File: src/rtl/dhct_pkg.sv
// Types and codes shared by the directory handle / cluster table.
package dhct_pkg;

  typedef enum logic [2:0] {
    OP_CLEAR       = 3'd0,
    OP_ADD         = 3'd1,
    OP_DELETE      = 3'd2,
    OP_IDX_CLUSTER = 3'd3,
    OP_IDX_HANDLE  = 3'd4,
    OP_RESOLVE     = 3'd5,
    OP_READ        = 3'd6
  } op_e;

  typedef enum logic [2:0] {
    ST_OK        = 3'd0,
    ST_NOT_FOUND = 3'd1,
    ST_MISMATCH  = 3'd2,
    ST_FULL      = 3'd3,
    ST_INVALID   = 3'd4,
    ST_DELETED   = 3'd5
  } st_e;

  typedef enum logic [2:0] {
    S_IDLE,
    S_EXEC,
    S_SCAN,
    S_FETCH_WAIT,
    S_DONE
  } seq_state_e;

  localparam logic [31:0] HANDLE_ALL_ONES = 32'hffff_ffff;
  localparam logic [31:0] ROOT_RESET      = 32'd2;

  typedef struct packed {
    logic [2:0]  opcode;
    logic [31:0] cluster_value;
    logic [31:0] handle_value;
    logic [7:0]  entry_index;
  } dhct_in_t;

  typedef struct packed {
    logic [2:0]  status;
    logic [31:0] result_cluster;
    logic [31:0] result_link;
    logic [7:0]  result_index;
    logic [8:0]  entry_count;
  } dhct_out_t;

  // sequencer <-> table memory
  typedef struct packed {
    logic rd_en;
    logic wr_cluster;
    logic wr_link;
  } mem_ctl_t;

  // sequencer -> top level
  typedef struct packed {
    logic busy;
    logic res_vld;
  } seq_stat_t;

endpackage

File: src/rtl/dhct_seq.sv
// Sequencer: linear scan over the stores, read-modify-write and result build.
module dhct_seq
  import dhct_pkg::*;
#(
  parameter int TABLE_ENTRIES = 256,
  parameter int IDX_W         = 8,
  parameter int CNT_W         = 9
) (
  input  logic             clk,
  input  logic             rst_n,
  input  logic             start,
  input  dhct_in_t         item,
  input  logic             res_rdy,
  input  logic [31:0]      root_cluster,
  output seq_stat_t        stat,
  output dhct_out_t        res,
  output mem_ctl_t         mem_ctl,
  output logic [IDX_W-1:0] rd_addr,
  output logic [IDX_W-1:0] wr_addr,
  output logic [31:0]      wr_cluster,
  output logic [31:0]      wr_link,
  input  logic [31:0]      rd_cluster,
  input  logic [31:0]      rd_link
);

  localparam int CMP_W = (CNT_W > 8) ? CNT_W : 8;
  localparam logic [CNT_W-1:0] FULL_CNT = CNT_W'(TABLE_ENTRIES);

  seq_state_e state_r, state_nxt;
  logic [2:0]       op_r;
  logic [31:0]      cval_r;
  logic [31:0]      hval_r;
  logic [7:0]       eidx_r;
  logic [CNT_W-1:0] used_r, used_nxt;
  logic [CNT_W-1:0] scan_r, scan_nxt;
  logic             rd_vld_r, rd_vld_nxt;
  logic [IDX_W-1:0] rd_idx_r, rd_idx_nxt;
  dhct_out_t        res_r, res_nxt;

  logic key_hit;
  logic scan_done;
  logic eidx_bad;

  assign key_hit = rd_vld_r && ((op_r == OP_IDX_CLUSTER) ? (rd_cluster == cval_r)
                                                         : (rd_link == hval_r));
  // miss once every slot below the count has been issued and compared
  assign scan_done = key_hit || (!rd_vld_r && (scan_r == used_r));
  assign eidx_bad  = CMP_W'(eidx_r) >= CMP_W'(used_r);

  // next state
  always_comb begin
    state_nxt = state_r;
    case (state_r)
      S_IDLE: begin
        if (start) state_nxt = S_EXEC;
      end
      S_EXEC: begin
        case (op_r)
          OP_CLEAR:       state_nxt = S_DONE;
          OP_READ:        state_nxt = eidx_bad ? S_DONE : S_FETCH_WAIT;
          OP_RESOLVE:     state_nxt = (used_r == '0) ? S_DONE : S_SCAN;
          OP_ADD,
          OP_DELETE,
          OP_IDX_CLUSTER,
          OP_IDX_HANDLE:  state_nxt = S_SCAN;
          default:        state_nxt = S_DONE;
        endcase
      end
      S_SCAN: begin
        if (scan_done) state_nxt = S_DONE;
      end
      S_FETCH_WAIT: state_nxt = S_DONE;
      S_DONE: begin
        if (res_rdy) state_nxt = S_IDLE;
      end
      default: state_nxt = S_IDLE;
    endcase
  end

  // memory controls, count update and result
  always_comb begin
    mem_ctl    = '0;
    rd_addr    = scan_r[IDX_W-1:0];
    wr_addr    = used_r[IDX_W-1:0];
    wr_cluster = cval_r;
    wr_link    = hval_r;
    used_nxt   = used_r;
    scan_nxt   = scan_r;
    rd_vld_nxt = 1'b0;
    rd_idx_nxt = rd_idx_r;
    res_nxt    = res_r;

    case (state_r)
      S_IDLE: begin
        if (start) scan_nxt = '0;
      end
      S_EXEC: begin
        res_nxt = '0;
        case (op_r)
          OP_CLEAR: begin
            used_nxt = '0;
            res_nxt.status = ST_OK;
          end
          OP_READ: begin
            if (eidx_bad) begin
              res_nxt.status = ST_INVALID;
            end else begin
              mem_ctl.rd_en = 1'b1;
              rd_addr = IDX_W'(eidx_r);
            end
          end
          OP_RESOLVE: begin
            if (used_r == '0) begin
              if (hval_r != '0) begin
                res_nxt.status = ST_NOT_FOUND;
              end else begin
                // bootstrap: root directory goes in slot zero
                mem_ctl.wr_cluster = 1'b1;
                mem_ctl.wr_link    = 1'b1;
                wr_addr    = '0;
                wr_cluster = root_cluster;
                wr_link    = '0;
                used_nxt   = CNT_W'(1);
                res_nxt.status = (root_cluster == '0) ? ST_DELETED : ST_OK;
                res_nxt.result_cluster = root_cluster;
              end
            end
          end
          OP_ADD,
          OP_DELETE,
          OP_IDX_CLUSTER,
          OP_IDX_HANDLE: ;
          default: res_nxt.status = ST_INVALID;
        endcase
        res_nxt.entry_count = 9'(used_nxt);
      end
      S_SCAN: begin
        if (!key_hit && (scan_r < used_r)) begin
          mem_ctl.rd_en = 1'b1;
          scan_nxt   = scan_r + CNT_W'(1);
          rd_vld_nxt = 1'b1;
          rd_idx_nxt = scan_r[IDX_W-1:0];
        end
        if (scan_done) begin
          res_nxt = '0;
          if (key_hit) res_nxt.result_index = 8'(rd_idx_r);
          case (op_r)
            OP_ADD: begin
              if (key_hit) begin
                res_nxt.status = (rd_cluster != cval_r) ? ST_MISMATCH : ST_OK;
              end else if (used_r >= FULL_CNT) begin
                res_nxt.status = ST_FULL;
              end else begin
                mem_ctl.wr_cluster = 1'b1;
                mem_ctl.wr_link    = 1'b1;
                used_nxt = used_r + CNT_W'(1);
                res_nxt.status       = ST_OK;
                res_nxt.result_index = 8'(used_r[IDX_W-1:0]);
              end
            end
            OP_DELETE: begin
              if (key_hit) begin
                mem_ctl.wr_cluster = 1'b1;
                wr_addr    = rd_idx_r;
                wr_cluster = '0;
                res_nxt.status = (rd_cluster == '0) ? ST_DELETED : ST_OK;
              end else begin
                res_nxt.status = ST_NOT_FOUND;
              end
            end
            OP_IDX_CLUSTER,
            OP_IDX_HANDLE: begin
              res_nxt.status = key_hit ? ST_OK : ST_NOT_FOUND;
            end
            OP_RESOLVE: begin
              if (!key_hit) begin
                res_nxt.status = ST_NOT_FOUND;
              end else if (rd_cluster == '0) begin
                res_nxt.status      = ST_DELETED;
                res_nxt.result_link = rd_link;
              end else begin
                res_nxt.status         = ST_OK;
                res_nxt.result_cluster = rd_cluster;
                res_nxt.result_link    = rd_link;
              end
            end
            default: res_nxt.status = ST_INVALID;
          endcase
          res_nxt.entry_count = 9'(used_nxt);
        end
      end
      S_FETCH_WAIT: begin
        res_nxt = '0;
        res_nxt.status         = (rd_cluster == '0) ? ST_DELETED : ST_OK;
        res_nxt.result_cluster = rd_cluster;
        res_nxt.result_link    = rd_link;
        res_nxt.result_index   = eidx_r;
        res_nxt.entry_count    = 9'(used_r);
      end
      S_DONE: ;
      default: ;
    endcase
  end

  always_ff @(posedge clk) begin
    if (!rst_n) begin
      state_r  <= S_IDLE;
      used_r   <= '0;
      rd_vld_r <= 1'b0;
    end else begin
      state_r  <= state_nxt;
      used_r   <= used_nxt;
      rd_vld_r <= rd_vld_nxt;
    end
  end

  always_ff @(posedge clk) begin
    scan_r   <= scan_nxt;
    rd_idx_r <= rd_idx_nxt;
    res_r    <= res_nxt;
    if (start && (state_r == S_IDLE)) begin
      op_r   <= item.opcode;
      cval_r <= item.cluster_value;
      // resolve treats the all-ones handle as the root handle
      hval_r <= ((item.opcode == OP_RESOLVE) && (item.handle_value == HANDLE_ALL_ONES))
                ? '0 : item.handle_value;
      eidx_r <= item.entry_index;
    end
  end

  assign stat.busy    = (state_r != S_IDLE);
  assign stat.res_vld = (state_r == S_DONE);
  assign res          = res_r;

  a_used_bound: assert property (@(posedge clk) disable iff (!rst_n)
    used_r <= FULL_CNT)
    else $error("entry count beyond table size");

  a_scan_bound: assert property (@(posedge clk) disable iff (!rst_n)
    (state_r == S_SCAN) |-> (scan_r <= used_r))
    else $error("scan pointer past entry count");

  a_rd_pending: assert property (@(posedge clk) disable iff (!rst_n)
    rd_vld_r |-> ((state_r == S_SCAN) || (state_r == S_FETCH_WAIT)))
    else $error("read data pending outside scan or fetch");

  a_count_match: assert property (@(posedge clk) disable iff (!rst_n)
    (state_r == S_DONE) |-> (res_r.entry_count == 9'(used_r)))
    else $error("reported count differs from table count");

endmodule

File: config.mk
export PLATFORM = sky130hd
export DESIGN_NAME = dhct_seq
export DESIGN_NICKNAME = d
export VERILOG_FILES = /design/src/rtl/dhct_pkg.sv /design/src/rtl/dhct_seq.sv
export SDC_FILE = /design/constraint.sdc
export NUM_CORES = 1
export LEC_CHECK = 0
export ABC_CLOCK_PERIOD_IN_PS = 23300
export BUFFER_PORTS_ARGS = -buffer_cell sky130_fd_sc_hd__buf_2
export CORE_ASPECT_RATIO = 0.75
export CORE_UTILIZATION = 25
export CTS_BUF_LIST = sky130_fd_sc_hd__clkbuf_4 sky130_fd_sc_hd__clkbuf_8 sky130_fd_sc_hd__clkbuf_16
export DETAILED_ROUTE_END_ITERATION = 6
export PLACE_DENSITY = 0.57
export RECOVER_POWER = 100
export SKIP_CTS_REPAIR_TIMING = 1
export SYNTH_ARGS = -nofsm -noshare
export SYNTH_HDL_FRONTEND = slang
export SYNTH_SLANG_ARGS = --single-unit
File: constraint.sdc
create_clock -name clk -period 23.3 [get_ports clk]
set_input_delay 4.66 -clock clk [delete_from_list [all_inputs] [get_ports clk]]
set_output_delay 4.66 -clock clk [all_outputs]
set_load 0.02 [all_outputs]
==> metrics <==
Yosys warnings 0; Initial Util 25.4%; slowest stage cell, crit path clkbuf_1; Final Cycle Share 55.7%; Tot GR Track Use 18.4%; Worst Max-Slew Pin Slew 4640 ps; Switching Fraction 31.3%; top-area cell type share of the netlist area 54.3%; FMAX 0.0771 GHz; hold crit path type flop to flop; # DRC 0; design area 12200 µm²; M3 GR Usage 4.82%; CP Capture Type output port; Yosys reg bits 189; die height 173 µm; CTS tree built; clock sink total 189; crit-path max cell delay 740 ps; detailed placer's ending HPWL 29300 µm; area grow syn2layout 24.9%; synthesized area 9730 µm²; Die Wd 230 µm; final WL 37600 µm; Crit Path Max Fanout 34; area leader, netlist edfxtp_1; worst endpoint required time 18640 ps; CP arrival 8310 ps; grt total ovfl 0; CP Class input port to output port; synth unique cells 58; gr busiest metal met2; met1 Usage GRT 25.9%; post-route ant nets 0; IO Port Bufs 343; syn nets 1027; max cap viols 7; synth top area cells edfxtp_1, a22o_1, and2_1; vias 8365; share of post-route cells with drive strength above 1 18.0%; leakage 4.25 nW; Core ar. 38300 µm²; clk buf depth 2; DR vias/cell 5.05; max_slew headroom -212%; vias in the first global route 8026; final setup vio count 0; Clock power frac 34.1%; clock root buffer clkbuf_16; first-pass GRT wire length 53600 µm; worst path cell trace clkbuf_1 > xor2_1 > nor4_1 > nand4_1 > or4_1 > nor4_1 > a21oi_1 > or2_1 > clkbuf_1 > a22o_1 > clkbuf_1; largest net degree at the start of global routing 53; final count of hold timing violations 0; Psw 0.000275 W; cell mode on critical path clkbuf_1; Final Slew Violations 249; met2 Track Usage GR 28.1%; CTS H-tree lvls 4; clk_skew 21.1 ps; crit path launch type input port; clock transition at the registers of the reported paths 80 ps; ys async rst share 0%; post-synthesis sequential area ratio 57.0%; global placement routability congestion 0.985; CTS Buf Count 17; initial antenna violation count 4; die area 39700 µm²; DRT iter0 DRCs 699; count of flip-flops with a built-in enable after synthesis 176; average wire per standard cell 22.7 µm; Clk Latency, worst-skew pair 460 ps; 1st-pass router iterations 5; violations in the final reports max-capacitance violations, max-slew violations; pwr/cell area 72.4 nW/µm²; Post-synth top flop edfxtp_1; Synth Instances 832; Logic pwr share 16.7%; Layout Nets 1324; DP Area 11900 µm²; Peak VDD IR 0.0000390 V; Seq pwr share 49.2%; Setup TNS 0 ps; Mean Syn Cell Area 11.7 µm²; Internal Power 0.000605 W; row cnt 62; min Tclk post-route 12970 ps; RSZ-0062 raised after global routing no; status finished, violations left; IO Pins 344
==> kinds of logic (layout without fill, tap and decap cells) <==
| kind of cell | Yosys count | in the layout | share of synthesized area (%) |
|---|---|---|---|
| compound gates | 176 | 176 | 13.0 |
| xor+xnor | 72 | 72 | 6.48 |
| buf+inv | 91 | 401 | 3.86 |
| other cells | 0 | 1 | 0 |
| flops | 189 | 189 | 57.0 |
| fa+ha+maj | 20 | 20 | 2.57 |
| simple gates | 274 | 274 | 16.0 |
| mux | 10 | 10 | 1.12 |
==> placed cells by master, fill, tap and decap left out, types with 17 or more instances in the layout <==
cell / synthesis / final
clkbuf_1: 61 / 186
edfxtp_1: 176 / 176
buf_2: 9 / 165
a22o_1: 66 / 66
nor4_1: 42 / 44
o21ai_0: 32 / 39
and2_0: 1 / 37
xor2_1: 36 / 36
xnor2_1: 36 / 36
nor2_1: 34 / 34
and2_1: 68 / 32
nand4_1: 26 / 26
nand3_1: 26 / 26
nand2_1: 23 / 23
a21oi_1: 21 / 21
ha_1: 20 / 20
clkbuf_16: 0 / 17
==> worst max-delay path: cells and delay by family <==
kind | cells | cell delay, ps
compound gates | 2 | 510
xor+xnor | 1 | 160
buf+inv | 3 | 1090
simple gates | 5 | 1850
==> state kept, by name, summed over array words and instances, names as in the netlist <==
signal and cells:
state_r 3, scan_r 9, res 84, eidx_r 8
used_r 9, op_r 3, cval_r 32, rd_idx_r 8
hval_r 32, rd_vld_r 1
==> cells in the mapped netlist, types with 7 or more instances <==
| library cell | count |
|---|---|
| nor3_1 | 15 |
| xnor2_1 | 36 |
| a21oi_1 | 21 |
| nor2_1 | 34 |
| o21ai_1 | 7 |
| dfxtp_1 | 13 |
| xor2_1 | 36 |
| clkbuf_1 | 61 |
| ha_1 | 20 |
| nand2b_1 | 8 |
| nand4_1 | 26 |
| mux2_2 | 7 |
| nand3_1 | 26 |
| a31oi_1 | 15 |
| inv_1 | 15 |
| edfxtp_1 | 176 |
| buf_2 | 9 |
| nor4_1 | 42 |
| nand2_1 | 23 |
| a22o_1 | 66 |
| and3_1 | 8 |
| and2_1 | 68 |
| o21ai_0 | 32 |
==> power by group through the flow <==
stage | Combinational (W) | Clock, W | Sequential, W
final | 0.000147 | 0.000300 | 0.000433
after global placement | 0.000155 | 0 | 0.000437
after CTS | 0.000157 | 0.000307 | 0.000430
after floorplan | 0.0000778 | 0 | 0.000443
after detailed placement | 0.000156 | 0 | 0.000438
after global routing | 0.000158 | 0.000318 | 0.000436
==> cell type report <==
cell class | count | area (µm²)
Fill cell | 4081 | 26200
Sequential cell | 189 | 5550
Multi-Input combinational cell | 552 | 3790
Timing Repair Buffer | 354 | 1550
Tap cell | 512 | 641
Clock buffer | 17 | 425
Clock inverter | 15 | 145
Inverter | 15 | 56.3
Antenna cell | 1 | 2.50
==> worst paths after layout <==
path	from	endpoint	slack (ps)	cells after the start
worst max-delay path	rd_link[15]	wr_cluster[6]	10330	11
worst min-delay path	scan_r[0]	rd_idx_r[0]	560	0
worst max register to register	op_r[0]	res[26]	15110	8
worst min register to register	scan_r[0]	rd_idx_r[0]	560	0
==> metal layers <==
metal  wire length (µm)  vias up  share of wire (%)
met3               2990       34                7.9
li1                   -     3762                  -
met5                 13        -              0.035
met2              16600      451                 44
met1              17300     4116                 46
met4                653        2                1.7
==> metrics by stage <==
step           power, W  hold slack [ps]  cells  worst slack (ps)  utilization, %
6_report       0.000880              558   1655             10330            31.7
5_1_grt        0.000913              565   1654              9990            31.7
4_1_cts        0.000894              554   1654             10900            32.5
3_5_place_dp   0.000594              540   1622             10920            31.0
3_3_place_gp   0.000592              535   1622             10930            31.0
2_1_floorplan  0.000521              492    832             11440               -
No activity file was read; power rests on OpenSTA's default activity.
